$ cat config.mk
export PLATFORM = sky130hd
export DESIGN_NAME = median_battery_level_monitor_core_flat
export DESIGN_NICKNAME = d
export VERILOG_FILES = /design/src/hdl/mblm_pkg.sv /design/src/hdl/mblm_in_if.sv /design/src/hdl/mblm_out_if.sv /design/src/hdl/mblm_front.sv /design/src/hdl/mblm_fifo.sv /design/src/hdl/mblm_back.sv /design/src/hdl/median_battery_level_monitor_core.sv /design/src/flat_wrapper.sv
export SDC_FILE = /design/constraint.sdc
export NUM_CORES = 1
export LEC_CHECK = 0
export BUFFER_PORTS_ARGS = -buffer_cell sky130_fd_sc_hd__buf_2
export CAP_MARGIN = 5
export CORE_MARGIN = 2
export CORE_UTILIZATION = 55
export DETAILED_ROUTE_END_ITERATION = 16
export GPL_TIMING_DRIVEN = 0
export HOLD_SLACK_MARGIN = 0.15
export PLACE_DENSITY = 0.8
export SYNTH_ARGS = -nofsm -noshare
export SYNTH_HDL_FRONTEND = slang
export SYNTH_SLANG_ARGS = --single-unit
$ cat constraint.sdc
create_clock -name i_clk -period 6.94 [get_ports i_clk]
set_clock_uncertainty 0.2 [all_clocks]
set_input_delay 2.082 -clock i_clk [delete_from_list [all_inputs] [get_ports i_clk]]
set_output_delay 2.082 -clock i_clk [all_outputs]
set_load 0.02 [all_outputs]
$ cat src/hdl/mblm_pkg.sv
// ----------------------------------------------------------------------------
// mblm_pkg
// Shared types and constants for the median battery level monitor.
// ----------------------------------------------------------------------------
package mblm_pkg;

    localparam int WINDOW      = 15;
    localparam int SAMPLE_BITS = 12;
    localparam int MID         = WINDOW / 2;
    localparam int CNT_W       = $clog2(WINDOW + 1);
    localparam int GAIN_W      = 24;
    localparam int PROD_W      = SAMPLE_BITS + GAIN_W;
    localparam int FRAC_W      = 16;
    localparam int MV_W        = 16;
    localparam int PCT_W       = 7;
    localparam int DIFF_W      = 10;
    localparam int ADDR_W      = 3;
    localparam int DATA_W      = 32;

    typedef logic [SAMPLE_BITS-1:0] t_sample;
    typedef logic [GAIN_W-1:0]      t_gain;
    typedef logic [MV_W-1:0]        t_mv;
    typedef logic [PCT_W-1:0]       t_pct;

    localparam t_gain GAIN_RESET = 24'd105626;
    localparam t_mv   MV_MAX     = 16'hFFFF;
    localparam t_mv   MV_FULL    = 16'd4200;
    localparam t_mv   MV_EMPTY   = 16'd3000;
    localparam t_mv   MV_KNEE    = 16'd3700;
    localparam t_pct  PCT_KNEE   = 7'd50;
    localparam t_pct  PCT_FULL   = 7'd100;
    localparam t_pct  PCT_ZERO   = 7'd0;

    // reciprocals: x/10 ~ x*205>>11, x/14 ~ x*2341>>15, exact for x < 1024
    localparam logic [7:0]  RCP10   = 8'd205;
    localparam int          RCP10_S = 11;
    localparam logic [11:0] RCP14   = 12'd2341;
    localparam int          RCP14_S = 15;

    localparam logic [ADDR_W-1:0] REG_SCALE_GAIN = 3'd0;

    typedef struct packed {
        logic valid;
        logic space;
    } t_q_stat;

endpackage

$ cat src/hdl/mblm_in_if.sv
// ----------------------------------------------------------------------------
// mblm_in_if
// Sample channel: valid/ready handshake with one raw ADC word.
// ----------------------------------------------------------------------------
interface mblm_in_if;
    import mblm_pkg::*;

    logic    valid;
    logic    ready;
    t_sample sample;

    modport source (output valid, output sample, input ready);
    modport sink   (input valid, input sample, output ready);
endinterface

$ cat src/hdl/mblm_out_if.sv
// ----------------------------------------------------------------------------
// mblm_out_if
// Result channel: valid/ready handshake with median, millivolts and percent.
// ----------------------------------------------------------------------------
interface mblm_out_if;
    import mblm_pkg::*;

    logic    valid;
    logic    ready;
    t_sample median_count;
    t_mv     voltage_mv;
    t_pct    charge_percent;

    modport source (output valid, output median_count, output voltage_mv,
                    output charge_percent, input ready);
    modport sink   (input valid, input median_count, input voltage_mv,
                    input charge_percent, output ready);
endinterface

$ cat src/hdl/mblm_front.sv
// ----------------------------------------------------------------------------
// mblm_front
// Sorted insertion cell row; pushes the window median into the queue.
// ----------------------------------------------------------------------------
module mblm_front (
    input  logic              i_clk,
    input  logic              i_rst_n,
    mblm_in_if.sink           i_in,
    input  mblm_pkg::t_q_stat i_q_stat,
    output logic              o_push,
    output mblm_pkg::t_sample o_median
);
    import mblm_pkg::*;

    t_sample          r_cell [WINDOW];
    t_sample          n_cell [WINDOW];
    logic [CNT_W-1:0] r_fill;
    logic [CNT_W-1:0] n_fill;
    logic [WINDOW-1:0] s_le;
    logic             s_last;
    logic             s_acc;

    assign s_last     = (r_fill == CNT_W'(WINDOW - 1));
    assign i_in.ready = !s_last || i_q_stat.space;
    assign s_acc      = i_in.valid && i_in.ready;
    assign o_push     = s_acc && s_last;
    assign o_median   = n_cell[MID];

    always_comb begin
        for (int i = 0; i < WINDOW; i++) begin
            s_le[i] = (CNT_W'(i) < r_fill) && (r_cell[i] <= i_in.sample);
        end
        for (int i = 0; i < WINDOW; i++) begin
            if (s_le[i]) begin
                n_cell[i] = r_cell[i];
            end else if (i == 0) begin
                n_cell[i] = i_in.sample;
            end else if (s_le[(i == 0) ? 0 : i - 1]) begin
                n_cell[i] = i_in.sample;
            end else begin
                n_cell[i] = r_cell[(i == 0) ? 0 : i - 1];
            end
        end
        n_fill = s_last ? '0 : r_fill + CNT_W'(1);
    end

    always_ff @(posedge i_clk) begin
        if (!i_rst_n) begin
            r_fill <= '0;
        end else if (s_acc) begin
            r_fill <= n_fill;
        end
    end

    always_ff @(posedge i_clk) begin
        if (s_acc) begin
            for (int i = 0; i < WINDOW; i++) begin
                r_cell[i] <= n_cell[i];
            end
        end
    end
endmodule

$ cat src/hdl/mblm_fifo.sv
// ----------------------------------------------------------------------------
// mblm_fifo
// Two-word median queue between the cell row and the arithmetic pipeline.
// ----------------------------------------------------------------------------
module mblm_fifo (
    input  logic              i_clk,
    input  logic              i_rst_n,
    input  logic              i_push,
    input  mblm_pkg::t_sample i_data,
    input  logic              i_pop,
    output mblm_pkg::t_sample o_data,
    output mblm_pkg::t_q_stat o_stat
);
    import mblm_pkg::*;

    t_sample    r_mem [2];
    logic       r_wptr;
    logic       r_rptr;
    logic [1:0] r_cnt;

    assign o_stat.valid = (r_cnt != 2'd0);
    assign o_stat.space = (r_cnt != 2'd2);
    assign o_data       = r_mem[r_rptr];

    always_ff @(posedge i_clk) begin
        if (!i_rst_n) begin
            r_wptr <= 1'b0;
            r_rptr <= 1'b0;
            r_cnt  <= 2'd0;
        end else begin
            if (i_push) begin
                r_wptr <= !r_wptr;
            end
            if (i_pop) begin
                r_rptr <= !r_rptr;
            end
            case ({i_push, i_pop})
                2'b10:   r_cnt <= r_cnt + 2'd1;
                2'b01:   r_cnt <= r_cnt - 2'd1;
                default: r_cnt <= r_cnt;
            endcase
        end
    end

    always_ff @(posedge i_clk) begin
        if (i_push) begin
            r_mem[r_wptr] <= i_data;
        end
    end
endmodule

$ cat src/hdl/mblm_back.sv
// ----------------------------------------------------------------------------
// mblm_back
// Gain multiply, millivolt saturation and charge percentage pipeline.
// ----------------------------------------------------------------------------
module mblm_back (
    input  logic              i_clk,
    input  logic              i_rst_n,
    input  mblm_pkg::t_gain   i_gain,
    input  mblm_pkg::t_q_stat i_q_stat,
    input  mblm_pkg::t_sample i_median,
    output logic              o_pop,
    mblm_out_if.source        o_out
);
    import mblm_pkg::*;

    logic                       s_en;
    logic                       r1_v;
    t_sample                    r1_med;
    logic [PROD_W-1:0]          r1_prod;
    logic                       r2_v;
    t_sample                    r2_med;
    t_mv                        r2_mv;
    logic [PROD_W-FRAC_W-1:0]   s_mv_full;
    t_mv                        s_mv;
    logic [DIFF_W-1:0]          s_dhi;
    logic [DIFF_W-1:0]          s_dlo;
    logic [DIFF_W+7:0]          s_phi;
    logic [DIFF_W+11:0]         s_plo;
    t_pct                       s_pct;
    logic                       r_o_v;
    t_sample                    r_o_med;
    t_mv                        r_o_mv;
    t_pct                       r_o_pct;

    assign s_en  = !r_o_v || o_out.ready;
    assign o_pop = s_en && i_q_stat.valid;

    assign s_mv_full = r1_prod[PROD_W-1:FRAC_W];
    assign s_mv      = (s_mv_full > {{(PROD_W-FRAC_W-MV_W){1'b0}}, MV_MAX}) ?
                       MV_MAX : s_mv_full[MV_W-1:0];

    always_comb begin
        s_dhi = DIFF_W'(r2_mv - MV_KNEE);
        s_dlo = DIFF_W'(r2_mv - MV_EMPTY);
        s_phi = s_dhi * RCP10;
        s_plo = s_dlo * RCP14;
        if (r2_mv >= MV_FULL) begin
            s_pct = PCT_FULL;
        end else if (r2_mv <= MV_EMPTY) begin
            s_pct = PCT_ZERO;
        end else if (r2_mv > MV_KNEE) begin
            s_pct = PCT_KNEE + PCT_W'(s_phi >> RCP10_S);
        end else begin
            s_pct = PCT_W'(s_plo >> RCP14_S);
        end
    end

    always_ff @(posedge i_clk) begin
        if (!i_rst_n) begin
            r1_v  <= 1'b0;
            r2_v  <= 1'b0;
            r_o_v <= 1'b0;
        end else if (s_en) begin
            r1_v  <= i_q_stat.valid;
            r2_v  <= r1_v;
            r_o_v <= r2_v;
        end
    end

    always_ff @(posedge i_clk) begin
        if (s_en) begin
            r1_med  <= i_median;
            r1_prod <= PROD_W'(i_median) * PROD_W'(i_gain);
            r2_med  <= r1_med;
            r2_mv   <= s_mv;
            r_o_med <= r2_med;
            r_o_mv  <= r2_mv;
            r_o_pct <= s_pct;
        end
    end

    assign o_out.valid          = r_o_v;
    assign o_out.median_count   = r_o_med;
    assign o_out.voltage_mv     = r_o_mv;
    assign o_out.charge_percent = r_o_pct;
endmodule

$ cat src/hdl/median_battery_level_monitor_core.sv
// ----------------------------------------------------------------------------
// median_battery_level_monitor_core
// A 15-sample window's last word queues its median; it then passes r1, r2, r_o.
// Throughput: one sample per cycle; the cell row inserts each sample as it lands.
// The two-word median queue only stalls the input when it is full at window end.
// Reset (sync, active low) empties the window, queue and pipeline; gain -> 105626.
// ----------------------------------------------------------------------------
module median_battery_level_monitor_core (
    input  logic                        i_clk,
    input  logic                        i_rst_n,
    mblm_in_if.sink                     i_in,
    mblm_out_if.source                  o_out,
    input  logic                        psel,
    input  logic                        penable,
    input  logic                        pwrite,
    input  logic [mblm_pkg::ADDR_W-1:0] paddr,
    input  logic [mblm_pkg::DATA_W-1:0] pwdata,
    output logic [mblm_pkg::DATA_W-1:0] prdata,
    output logic                        pready
);
    import mblm_pkg::*;

    t_gain   r_gain;
    logic    s_hit;
    logic    s_push;
    logic    s_pop;
    t_sample s_fmed;
    t_sample s_qmed;
    t_q_stat s_q_stat;

    assign pready = 1'b1;
    assign s_hit  = (paddr[ADDR_W-1:2] == REG_SCALE_GAIN[ADDR_W-1:2]);
    assign prdata = s_hit ? DATA_W'(r_gain) : '0;

    always_ff @(posedge i_clk) begin
        if (!i_rst_n) begin
            r_gain <= GAIN_RESET;
        end else if (psel && penable && pwrite && pready && s_hit) begin
            r_gain <= pwdata[GAIN_W-1:0];
        end
    end

    mblm_front u_front (
        .i_clk    (i_clk),
        .i_rst_n  (i_rst_n),
        .i_in     (i_in),
        .i_q_stat (s_q_stat),
        .o_push   (s_push),
        .o_median (s_fmed)
    );

    mblm_fifo u_fifo (
        .i_clk   (i_clk),
        .i_rst_n (i_rst_n),
        .i_push  (s_push),
        .i_data  (s_fmed),
        .i_pop   (s_pop),
        .o_data  (s_qmed),
        .o_stat  (s_q_stat)
    );

    mblm_back u_back (
        .i_clk    (i_clk),
        .i_rst_n  (i_rst_n),
        .i_gain   (r_gain),
        .i_q_stat (s_q_stat),
        .i_median (s_qmed),
        .o_pop    (s_pop),
        .o_out    (o_out)
    );

    a_push_space: assert property (@(posedge i_clk) disable iff (!i_rst_n)
        s_push |-> s_q_stat.space) else $error("median pushed into full queue");

    a_pop_valid: assert property (@(posedge i_clk) disable iff (!i_rst_n)
        s_pop |-> s_q_stat.valid) else $error("median popped from empty queue");

    a_pct_range: assert property (@(posedge i_clk) disable iff (!i_rst_n)
        o_out.valid |-> (o_out.charge_percent <= PCT_FULL))
        else $error("charge percentage out of range");
endmodule
$ cat src/flat_wrapper.sv
// flat-port wrapper written by rule: the top's interface ports become plain ports
module median_battery_level_monitor_core_flat import mblm_pkg::*;
  (i_clk, i_rst_n, psel, penable, pwrite, paddr, pwdata, prdata, pready, i_in_valid, i_in_sample, i_in_ready, o_out_valid, o_out_median_count, o_out_voltage_mv, o_out_charge_percent, o_out_ready);
  mblm_in_if i_in_i ();
  mblm_out_if o_out_i ();
  input  logic i_clk;
  input  logic i_rst_n;
  input  logic psel;
  input  logic penable;
  input  logic pwrite;
  input  logic [mblm_pkg::ADDR_W-1:0] paddr;
  input  logic [mblm_pkg::DATA_W-1:0] pwdata;
  output logic [mblm_pkg::DATA_W-1:0] prdata;
  output logic pready;
  input wire logic [$bits(i_in_i.valid)-1:0] i_in_valid;
  input wire logic [$bits(i_in_i.sample)-1:0] i_in_sample;
  output wire logic [$bits(i_in_i.ready)-1:0] i_in_ready;
  output wire logic [$bits(o_out_i.valid)-1:0] o_out_valid;
  output wire logic [$bits(o_out_i.median_count)-1:0] o_out_median_count;
  output wire logic [$bits(o_out_i.voltage_mv)-1:0] o_out_voltage_mv;
  output wire logic [$bits(o_out_i.charge_percent)-1:0] o_out_charge_percent;
  input wire logic [$bits(o_out_i.ready)-1:0] o_out_ready;
  assign i_in_i.valid = i_in_valid;
  assign i_in_i.sample = i_in_sample;
  assign i_in_ready = i_in_i.ready;
  assign o_out_valid = o_out_i.valid;
  assign o_out_median_count = o_out_i.median_count;
  assign o_out_voltage_mv = o_out_i.voltage_mv;
  assign o_out_charge_percent = o_out_i.charge_percent;
  assign o_out_i.ready = o_out_ready;
  median_battery_level_monitor_core u_core (.i_clk(i_clk), .i_rst_n(i_rst_n), .i_in(i_in_i), .o_out(o_out_i), .psel(psel), .penable(penable), .pwrite(pwrite), .paddr(paddr), .pwdata(pwdata), .prdata(prdata), .pready(pready));
endmodule
After elaboration in Yosys (flattened, before gate mapping). Memory sizes are Yosys's and may differ from the RTL's. A register that Yosys moved wholly into a read port is not among the register bits. Index checks and enable logic that the tools add are counted.

Register bits: 146. RAM bits: 204. Output and inout port bits: 70. Word-level logic and storage cells: 136. Memories: 2.

Add/subtract/negate cells: 6. Multiply operators: 3. Magnitude comparators: 34. Equality and inequality tests: 4. Mux-type cells: 40. Bitwise logic cells: 1. Reductions and logical operators: 30.

Memory list: u_core.u_front.r_cell (depth 15, bits a word 12, rd ports 15, clocked after Yosys merged registers in 0, write ports 15, RTL line mblm_front.sv:15) `t_sample r_cell [WINDOW];`; u_core.u_fifo.r_mem (depth 2, bits a word 12, rd ports 1, clocked after Yosys merged registers in 1, write ports 1, RTL line mblm_fifo.sv:16) `t_sample r_mem [2];`.

Operators with widths (count): $mux W12 (29); $le A12 B12 Y1 (15); $mul A12 B24 Y36 (1); $lt A4 B4 Y1 const A (7); $mux W24 (1); $mul A10 B12 Y22 const B (1); $logic_and A1 B1 Y1 (21); $gt A20 B16 Y1 const B (1); $sub A10 B10 Y10 const B (2); $mul A10 B8 Y18 const B (1); $ge A16 B13 Y1 const B (1); $gt A16 B12 Y1 const B (1); $le A16 B12 Y1 const B (1); $lt A3 B4 Y1 const A (4); $mux W7 (2); $lt A1 B4 Y1 const A (2); $lt A2 B4 Y1 const A (2); $add A6 B7 Y7 const A (1); $mux W1 (6); $add A4 B1 Y4 const B (1); $eq A4 B4 Y1 const B (1); $logic_not A1 Y1 (4); $mux W4 (1); $pmux W2 S2 (1); 9 further kinds (11).

Longest topological paths before layout. Gate-level depths: netlist of run 1.

Depth after elaboration: 7. Gate-level depth with buffers: 26.

By module. From an unflattened synthesis of run 1, not the netlist that was laid out.

Cell total of the unflattened synthesis: 2657. Area total of the unflattened synthesis: 25876.1 um^2.

By module, submodules not included: mblm_back (times used 1, cells an instance 1525, area an instance 15134.5 um^2, sequential area each 2912.8 um^2); mblm_front (times used 1, cells an instance 931, area an instance 8394.3 um^2, sequential area each 2962.8 um^2); median_battery_level_monitor_core (times used 1, cells an instance 142, area an instance 1270.0 um^2, sequential area each 480.5 um^2); mblm_fifo (times used 1, cells an instance 59, area an instance 1077.3 um^2, sequential area each 820.8 um^2).

Least setup slack after synthesis of run 1. OpenSTA, ideal clock, no wires.

Path kind: flip-flop to flip-flop. From: reg with a tool-made name. To: reg u_core.u_back.r1_prod[31], data pin. Library setup time: 0.262 ns. Data arrival time: 6.216 ns. Data required time: 6.478 ns. Slack: 0.261 ns. Stages on the path, launching flop included: 22. Path buffers: 2. Clock period less this slack: 6.679 ns. Cells stage by stage: dfxtp_1 > buf_1 > mux2_2 > clkbuf_1 > and2_1 > fa_1 > fa_1 > fa_1 > fa_1 > inv_1 > fa_1 > inv_1 > ha_1 > a21oi_1 > o21ai_1 > a221o_1 > a211oi_1 > nor2_1 > a311o_1 > a41oi_1 > o21bai_1 > xor2_1.

RTL lines: end signal, assigned (RTL line mblm_back.sv:73) `r1_prod <= PROD_W'(i_median) * PROD_W'(i_gain);`; end, declared (RTL line mblm_back.sv:19) `logic [PROD_W-1:0] r1_prod;`.

==> flow_metrics.py, run 1 <==
metrics = {
    "cts": {
        "tritoncts": "yes",
        "cts_sinks": 251,
        "ctsHoldBuffers": 0,
        "ctsHtreeMaxLevel": 1,
        "cts_made_buffers": 28,
        "cts_max_path_buffers": 3,
        "cts_root_buffer": "clkbuf_16",
        "clock_latency_ns": 0.60,
        "path_clk_slew_ns": 0.06,
    },
    "detailed_routing": {
        "post-route-drc-count": 0,
        "drt.antenna.violating_nets": 0,
        "totalWireLength_mm": 52.90,
        "drt_iter0_drc": 1099,
        "viasPerCell": 5.649,
        "via_count": 16360,
        "wl_per_cell_um": 18.27,
        "drt-pass1-iter-count": 5,
    },
    "worst_setup_path": {
        "critPathArrivalTime_ns": 6.98,
        "cp_max_fo": 10,
        "required_ns": 7.15,
        "endpoint_kind": "flop",
        "critPathKind": "flop to flop",
        "crit_path_start_kind": "flop",
    },
    "finish": {
        "seqCellArea_um2": 7181,
        "design_area_um2": 25760,
        "multiInputGateArea_um2": 14650,
        "final_nets": 2917,
        "fin_util_pct": 61.55,
        "antenna_cells": 0,
        "n_fill_cell": 3242,
        "syn2layout_area_growth_pct": 10.87,
        "drive_gt1_share_pct": 12.69,
    },
    "synthesis": {
        "synth_top_area_share_pct": 27.79,
        "yosys_warnings": 0,
        "synth_cell_type_count": 67,
        "yosys-top-cells-count": "inv_1, nand2_1, ha_1",
        "avgSynthCellArea_um2": 10.63,
        "synth_area_um2": 23240,
        "synthCells": 2185,
        "synth-compound-area-share_pct": 6.596,
        "synth.most_common_cell": "inv_1",
        "synthSimpleGateAreaFrac_pct": 12.35,
        "ys_ff_latch": 251,
        "synth_top_flop_cell": "edfxtp_1",
        "yosysSeqAreaShare_pct": 30.89,
        "synth_xor_area_share_pct": 2.369,
        "synth_top_family_by_area": "adder cells",
        "netlist_top_cells_area": "edfxtp_1, fa_1, ha_1, inv_1, nand2_1",
        "synthAdderAreaFrac_pct": 36.29,
        "synth-edff-count": 215,
        "async_reset_ff_share_pct": 0,
        "synth_top_area_cell": "edfxtp_1",
        "muxShareOfSynthArea_pct": 4.625,
    },
    "die": {
        "ios": 124,
        "die_w_um": 209.5,
        "core_um2": 41850,
        "rows": 75,
        "start_util_pct": 55.52,
        "dieHeight_um": 209.5,
        "die-area_um2": 43910,
    },
    "status": {
        "status": "finished clean",
    },
    "timing": {
        "max_slew_margin_pct": 27.17,
        "hold_violations": 0,
        "fin_crit_ns": 6.774,
        "tightest_slew_ns": 1.088,
        "setup_violations": 0,
        "finalSetupTns_ns": 0,
        "drv_slew": 0,
        "fin_crit_sh_pct": 97.61,
        "hold_slack_ns": 0.2180,
        "max_freq_mhz": 147.6,
    },
    "global_routing": {
        "grtUsageTotal_pct": 24.70,
        "grt.overflow.total": 0,
        "grt_max_degree": 75,
        "grt_pass1_vias": 17350,
        "grt_pass1_wl_mm": 86.42,
        "antenna_found_initial": 1,
    },
    "placed_design": {
        "hpwl_mm": 42.49,
        "place_area_um2": 24490,
        "place_congestion": 0.9025,
        "port-buffer-count": 104,
    },
    "min_path": {
        "hold_class": "flop to flop",
    },
    "run": {
        "drv_cap": 0,
    },
}
==> final cells by class <==
type,instances,area share [%]
timing repair buffer,115,2.409
tap,539,2.618
sequential,251,27.87
multi-input combinational,1526,56.86
buffer,86,1.671
inverter,328,4.789
clock buffer,31,2.802
clock inverter,20,0.9811
==> cells by family (layout without fill, tap and decap cells) <==
group / after synthesis / in the layout
adders and majority gates: 527 / 527
muxes: 97 / 97
and+or+nand+nor: 598 / 598
other: 2 / 9
buffers and inverters: 415 / 580
AOI/OAI and AO/OA: 233 / 233
DFF: 251 / 251
xor gates and xnor gates: 62 / 62
==> worst paths after layout <==
check,startpoint,endpoint,slack (ns),cells past startpoint
setup / recovery,flop,u_core.u_back.r1_prod[34],0.17,21
hold / removal,u_core.u_back.r2_med[11],u_core.u_back.o_out.median_count[11],0.22,0
setup reg to reg,flop,u_core.u_back.r1_prod[34],0.17,21
hold reg to reg,u_core.u_back.r2_med[11],u_core.u_back.o_out.median_count[11],0.22,0
==> layer usage <==
layer	vias to the layer above	GRT usage (%)	share of wire, %
li1	7526	-	-
met1	8062	30.02	39
met2	607	42.86	49
met3	164	4.339	7.0
met4	0	11.79	5.0
met5	-	0	0
==> worst max-delay path: stages (launching register included) <==
cell,delay (ns)
dfxtp_4,0.37
buf_12,0.14
mux2_4,0.34
buf_4,0.19
and2_1,0.18
fa_1,0.52
fa_1,0.54
fa_1,0.53
fa_1,0.55
inv_1,0.05
fa_1,0.52
inv_1,0.06
ha_1,0.32
nand3_1,0.08
nor2_1,0.06
a221o_1,0.35
a211oi_2,0.33
nor2_4,0.11
a311o_2,0.53
a31oi_4,0.23
nand2_1,0.11
o311ai_1,0.27
==> flip-flops by register name, summed over array words and instances, names as in the netlist, named ones only <==
signal	count
u_core.r_gain	24
u_core.u_back.o_out.charge_percent	7
u_core.u_back.o_out.median_count	12
u_core.u_back.o_out.valid	1
u_core.u_back.o_out.voltage_mv	16
u_core.u_back.r1_med	12
u_core.u_back.r1_prod	20
u_core.u_back.r1_v	1
u_core.u_back.r2_med	12
u_core.u_back.r2_mv	16
u_core.u_back.r2_v	1
u_core.u_fifo.r_cnt	2
u_core.u_fifo.r_mem	24
u_core.u_fifo.r_rptr	1
u_core.u_fifo.r_wptr	1
u_core.u_front.r_cell	96
u_core.u_front.r_fill	4
==> layout by cell type (no fill, tap or decap), types with 9 or more instances in the layout <==
cell type | Yosys | layout
dfxtp_1 | 36 | 35
nand2_1 | 295 | 295
xor2_1 | 25 | 24
a21o_1 | 60 | 60
nand3_1 | 20 | 20
a21oi_1 | 69 | 68
mux2_2 | 83 | 75
edfxtp_1 | 215 | 215
nor2_1 | 48 | 47
buf_2 | 0 | 106
nor2b_1 | 39 | 37
nand2b_1 | 27 | 27
fa_1 | 245 | 242
clkbuf_16 | 0 | 28
conb_1 | 2 | 9
clkbuf_1 | 76 | 62
xnor2_1 | 36 | 36
o21ai_0 | 41 | 41
buf_4 | 9 | 21
nor3_1 | 20 | 20
nand4_1 | 31 | 31
and2_1 | 86 | 86
inv_1 | 327 | 325
mux2i_1 | 14 | 14
ha_1 | 282 | 282
==> stage by stage <==
stage	worst slack (ns)	std cells
floorplan	0.2612	2192
global placement	-0.8491	2835
detailed placement	-0.9525	2837
CTS	-0.03163	2889
global route	-0.02613	2896
finish	0.1655	2896
==> repair_timing <==
action                                  in CTS  in global routing
resized for setup                           28                 59
endpoints found under the setup margin      20                 16
buffers inserted                             2                  7
pin swaps                                    1                 12
Power of run 1 is not shown: default switching activity piles up to over one toggle a cycle in this logic, so the estimate is an artifact.
==> run 2: changes to the inputs <==
==> constraint.sdc (replaced) <==
create_clock -name i_clk -period 6.94 [get_ports i_clk]
set_clock_uncertainty 0.2 [all_clocks]
set_input_delay 0.694 -clock i_clk [delete_from_list [all_inputs] [get_ports i_clk]]
set_output_delay 0.694 -clock i_clk [all_outputs]
set_load 0.02 [all_outputs]
==> flow_metrics.py, run 2 (same netlist as run 1, synthesis figures left out) <==
metrics = {
    "detailed_routing": {
        "top_layer_used": "met4",
        "wl_met3_mm": 3.536,
        "wl_per_cell_um": 18.30,
        "dr_wl_met2_mm": 26.25,
        "wl_met1_mm": 20.90,
        "via_count": 16440,
        "drt_iter0_drc": 997,
        "post-route-drc-count": 0,
        "viasPerCell": 5.647,
        "totalWireLength_mm": 53.30,
        "drt.antenna.violating_nets": 0,
        "drt-pass1-iter-count": 7,
    },
    "timing": {
        "max_slew_margin_pct": 29.45,
        "setup_violations": 0,
        "max_freq_mhz": 147.6,
        "fin_crit_sh_pct": 97.60,
        "finalSetupTns_ns": 0,
        "fin_crit_ns": 6.773,
        "tightest_slew_ns": 1.054,
        "hold_violations": 0,
        "drv_slew": 0,
    },
    "finish": {
        "antenna_cells": 0,
        "drive_gt1_share_pct": 12.60,
        "largest_register_ff_count": 96,
        "fin_util_pct": 61.94,
        "top_regs": "u_core.u_front.r_cell (96), u_core.r_gain (24), u_core.u_fifo.r_mem (24)",
        "syn2layout_area_growth_pct": 11.56,
        "design_area_um2": 25920,
        "layout_commonest_cell": "inv_1",
        "n_fill_cell": 3216,
        "final_cell_mix": "inv_1, nand2_1, ha_1, fa_1, edfxtp_1",
        "regMostFlops": "u_core.u_front.r_cell",
        "final_nets": 2933,
    },
    "die": {
        "ios": 124,
        "dieHeight_um": 209.5,
        "die_w_um": 209.5,
        "die-area_um2": 43910,
        "rows": 75,
        "start_util_pct": 55.52,
        "core_um2": 41850,
    },
    "placed_design": {
        "port-buffer-count": 104,
        "place_area_um2": 24490,
        "hpwl_mm": 42.49,
        "place_congestion": 0.9025,
    },
    "global_routing": {
        "grt_pass1_vias": 17460,
        "grtUsageTotal_pct": 24.85,
        "antenna_found_initial": 1,
        "grt.overflow.total": 0,
        "grt_pass1_wl_mm": 86.93,
        "grt_max_degree": 75,
    },
    "worst_setup_path": {
        "cp_max_fo": 10,
        "worst-path-buf-inv": 4,
        "critPathArrivalTime_ns": 6.98,
        "crit_top_cell": "fa_1",
        "rrSetupSlack_ns": 0.17,
        "required_ns": 7.15,
        "r2r-end": "u_core.u_back.r1_prod[34]",
        "crit_path_start_kind": "flop",
        "critPathKind": "flop to flop",
        "worstSetupEndpoint": "u_core.u_back.r1_prod[34]",
        "cpPeakStageDelay_ns": 0.55,
        "critPathTopFamily": "adder cells",
        "slowest_stage": "fa_1",
        "r2r_cells": 21,
        "crit_cells": 21,
        "endpoint_kind": "flop",
        "crit_chain": "buf_12, mux2_4, buf_4, and2_1, fa_1, fa_1, fa_1, fa_1, inv_1, fa_1, inv_1, ha_1, nand3_1, nor2_1, a221o_1, a211oi_2, nor2_4, a311o_2, a31oi_4, nand2_1, o311ai_1",
    },
    "cts": {
        "path_clk_slew_ns": 0.07,
        "cts_made_buffers": 28,
        "cts_sinks": 251,
        "tritoncts": "yes",
        "ctsHtreeMaxLevel": 1,
        "cts_root_buffer": "clkbuf_16",
        "cts_max_path_buffers": 3,
        "clock_latency_ns": 0.60,
    },
    "run": {
        "drv_cap": 0,
    },
    "status": {
        "status": "finished clean",
    },
    "min_path": {
        "hold_class": "input port to flop",
    },
}
==> run 2: cell types whose count changed in the layout (fill, tap and decap cells not counted) <==
cell,before,now
dlygate4sd3_1,0,16
==> run 2: how the worst min path moves through the flow <==
stage               slack [ns]  cells after the start                                   end                startpoint
CTS                       0.16                      3                     u_core.r_gain[11]                pwdata[11]
finish                    0.18                      3                     u_core.r_gain[11]                pwdata[11]
detailed placement        0.20                      0  u_core.u_back.o_out.median_count[11]  u_core.u_back.r2_med[11]
global placement          0.20                      0   u_core.u_back.o_out.median_count[1]   u_core.u_back.r2_med[1]
global route              0.19                      3                      u_core.r_gain[3]                 pwdata[3]
floorplan                 0.20                      0   u_core.u_back.o_out.median_count[0]   u_core.u_back.r2_med[0]
==> run 2: worst min-delay path, stage by stage <==
cell     delay, ns
buf_2         0.13
nand2_1       0.06
nand3_1       0.07
==> run 2: repair_timing <==
action                                  CTS  global route
hold buffers                             16             0
buffers inserted                          2             7
gates resized for setup                  28            59
hold endpoints to repair                 16             0
endpoints found under the setup margin   20            16
pin swaps                                 1            12
==> run 2: layout make-up <==
class | count | area (µm²) | area share (%)
tap | 539 | 674.4 | 2.602
clock buffer | 31 | 721.9 | 2.785
sequential | 251 | 7181 | 27.70
timing repair buffer | 131 | 780.7 | 3.012
clock inverter | 20 | 252.7 | 0.9750
inverter | 328 | 1234 | 4.759
multi-input combinational | 1526 | 14650 | 56.51
buffer | 86 | 430.4 | 1.660
==> run 2: through the flow <==
step           setup WS [ns]  instances  hold WS [ns]
3_3_place_gp         -0.8491       2835        0.2035
5_1_grt             -0.02613       2912        0.1890
3_5_place_dp         -0.9525       2837        0.2045
2_1_floorplan         0.2612       2192        0.2003
6_report              0.1669       2912        0.1845
4_1_cts             -0.03163       2905        0.1625
==> run 2: per-layer routing <==
metal  global-route usage (%)  vias up
met3                    4.414      154
met2                    43.30      597
li1                         -     7550
met4                    11.93        0
met5                        0        -
met1                    29.98     8142
Power of run 2 is left out for the same reason.
==> run 3: changes to the inputs <==
Settings changed: PLACE_DENSITY 0.8 to 0.77.
Clock period 6.94 ns to 7 ns, I/O delays scaled along.
==> flow_metrics.py, run 3 (same netlist as run 1, synthesis figures left out) <==
metrics = {
    "status": {
        "status": "finished clean",
    },
    "min_path": {
        "hold_path_depth": 3,
        "hold_class": "input port to flop",
        "hold_start": "pwdata[23]",
        "hold_end": "u_core.r_gain[23]",
    },
    "cts": {
        "cts_made_buffers": 27,
        "clock_latency_ns": 0.57,
        "ctsHtreeMaxLevel": 1,
        "tritoncts": "yes",
        "cts_max_path_buffers": 3,
        "path_clk_slew_ns": 0.06,
        "cts_root_buffer": "clkbuf_16",
        "cts_sinks": 251,
    },
    "worst_setup_path": {
        "r2r-end": "u_core.u_back.r1_prod[32]",
        "critPathKind": "flop to flop",
        "required_ns": 7.11,
        "slowest_stage": "fa_1",
        "rrSetupSlack_ns": 0.20,
        "crit_path_start_kind": "flop",
        "crit_top_cell": "fa_1",
        "critPathArrivalTime_ns": 6.91,
        "critPathTopFamily": "adder cells",
        "worst-path-buf-inv": 3,
        "endpoint_kind": "flop",
        "crit_chain": "buf_8, mux2_2, clkbuf_2, nand2_1, fa_1, fa_1, inv_1, fa_1, fa_1, fa_1, ha_1, a21oi_1, o21ai_1, a221o_1, a211oi_2, nor2_2, a311o_2, a41oi_4, o21ai_1, xor2_1",
        "r2r_cells": 20,
        "cp_max_fo": 10,
        "cpPeakStageDelay_ns": 0.55,
    },
    "detailed_routing": {
        "wl_per_cell_um": 18.26,
        "totalWireLength_mm": 52.74,
        "drt_iter0_drc": 1004,
        "drt.antenna.violating_nets": 0,
        "via_count": 16190,
        "viasPerCell": 5.604,
        "drt-pass1-iter-count": 5,
        "post-route-drc-count": 0,
    },
    "finish": {
        "fin_util_pct": 61.17,
        "n_fill_cell": 3328,
        "final_cell_mix": "inv_1, nand2_1, ha_1, fa_1, edfxtp_1",
        "regMostFlops": "u_core.u_front.r_cell",
        "seqCellArea_um2": 7181,
        "syn2layout_area_growth_pct": 10.17,
        "layout_commonest_cell": "inv_1",
        "top_regs": "u_core.u_front.r_cell (96), u_core.r_gain (24), u_core.u_fifo.r_mem (24)",
        "final_nets": 2912,
        "antenna_cells": 0,
        "instances_no_fill": 2889,
        "drive_gt1_share_pct": 12.13,
        "largest_register_ff_count": 96,
        "multiInputGateArea_um2": 14610,
    },
    "timing": {
        "setup_violations": 0,
        "hold_violations": 0,
        "tightest_slew_ns": 1.051,
        "hold_slack_ns": 0.1716,
        "drv_slew": 0,
        "max_freq_mhz": 147.1,
        "max_slew_margin_pct": 29.67,
        "fin_crit_ns": 6.800,
        "fin_crit_sh_pct": 97.15,
    },
    "die": {
        "dieHeight_um": 209.5,
        "die-area_um2": 43910,
        "core_um2": 41850,
        "ios": 124,
        "start_util_pct": 55.52,
        "rows": 75,
        "die_w_um": 209.5,
    },
    "global_routing": {
        "antenna_found_initial": 0,
        "grtUsageTotal_pct": 24.68,
        "grt_max_degree": 66,
        "grt_pass1_vias": 17040,
        "grt.overflow.total": 0,
        "grt_pass1_wl_mm": 85.73,
    },
    "placed_design": {
        "placed_cells": 2837,
        "port-buffer-count": 104,
        "hpwl_mm": 42.71,
        "place_congestion": 0.9003,
    },
    "run": {
        "drv_cap": 0,
    },
}
## run 3: area by class of cell
| cell class | count | share of cell area [%] |
|---|---|---|
| Sequential cell | 251 | 28.05 |
| Tap cell | 539 | 2.634 |
| Clock inverter | 17 | 0.6500 |
| Clock buffer | 31 | 2.864 |
| Inverter | 328 | 4.819 |
| Buffer | 86 | 1.574 |
| Timing Repair Buffer | 111 | 2.326 |
| Multi-Input combinational cell | 1526 | 57.08 |
## run 3: metrics by stage
step	cell area (µm²)	setup WS (ns)	TNS, ns
2_1_floorplan	23260	0.3212	0
3_3_place_gp	24460	-0.8771	-10.97
3_5_place_dp	24490	-0.9875	-12.80
4_1_cts	25490	0.008904	0
5_1_grt	25600	-0.009727	-0.01362
6_report	25600	0.1996	0
## run 3: layer usage
layer / vias to the layer above / GRT usage, % / share of wire, %
li1: 7527 / - / -
met1: 8004 / 30.47 / 39
met2: 543 / 43.30 / 50
met3: 115 / 4.160 / 6.8
met4: 0 / 9.954 / 4.0
met5: - / 0 / 0
## run 3: what timing repair did
item                                    4_1_cts  5_1_grt
pin swaps                                     1        6
resized for setup                            25       32
endpoints found under the setup margin       19       15
setup buffers                                 2        1
hold buffers                                  2        0
endpoints found under the hold margin         2        0
## run 3: worst max path at each step
stage	start	to	slack [ns]	depth (start not counted)
after floorplan	flop	u_core.u_back.r1_prod[31]	0.32	21
after global placement	flop	u_core.u_back.r1_prod[31]	-0.88	22
after detailed placement	flop	u_core.u_back.r1_prod[31]	-0.99	22
after CTS	flop	u_core.u_back.r1_prod[32]	0.009	21
after global routing	flop	u_core.u_back.r1_prod[27]	-0.01	22
final	flop	u_core.u_back.r1_prod[32]	0.20	20
## run 3: tightest hold or removal path, cell delays in order
cell     delay (ns)
buf_2          0.10
nand2_1        0.05
a21oi_1        0.05
Power of run 3 is left out for the same reason.
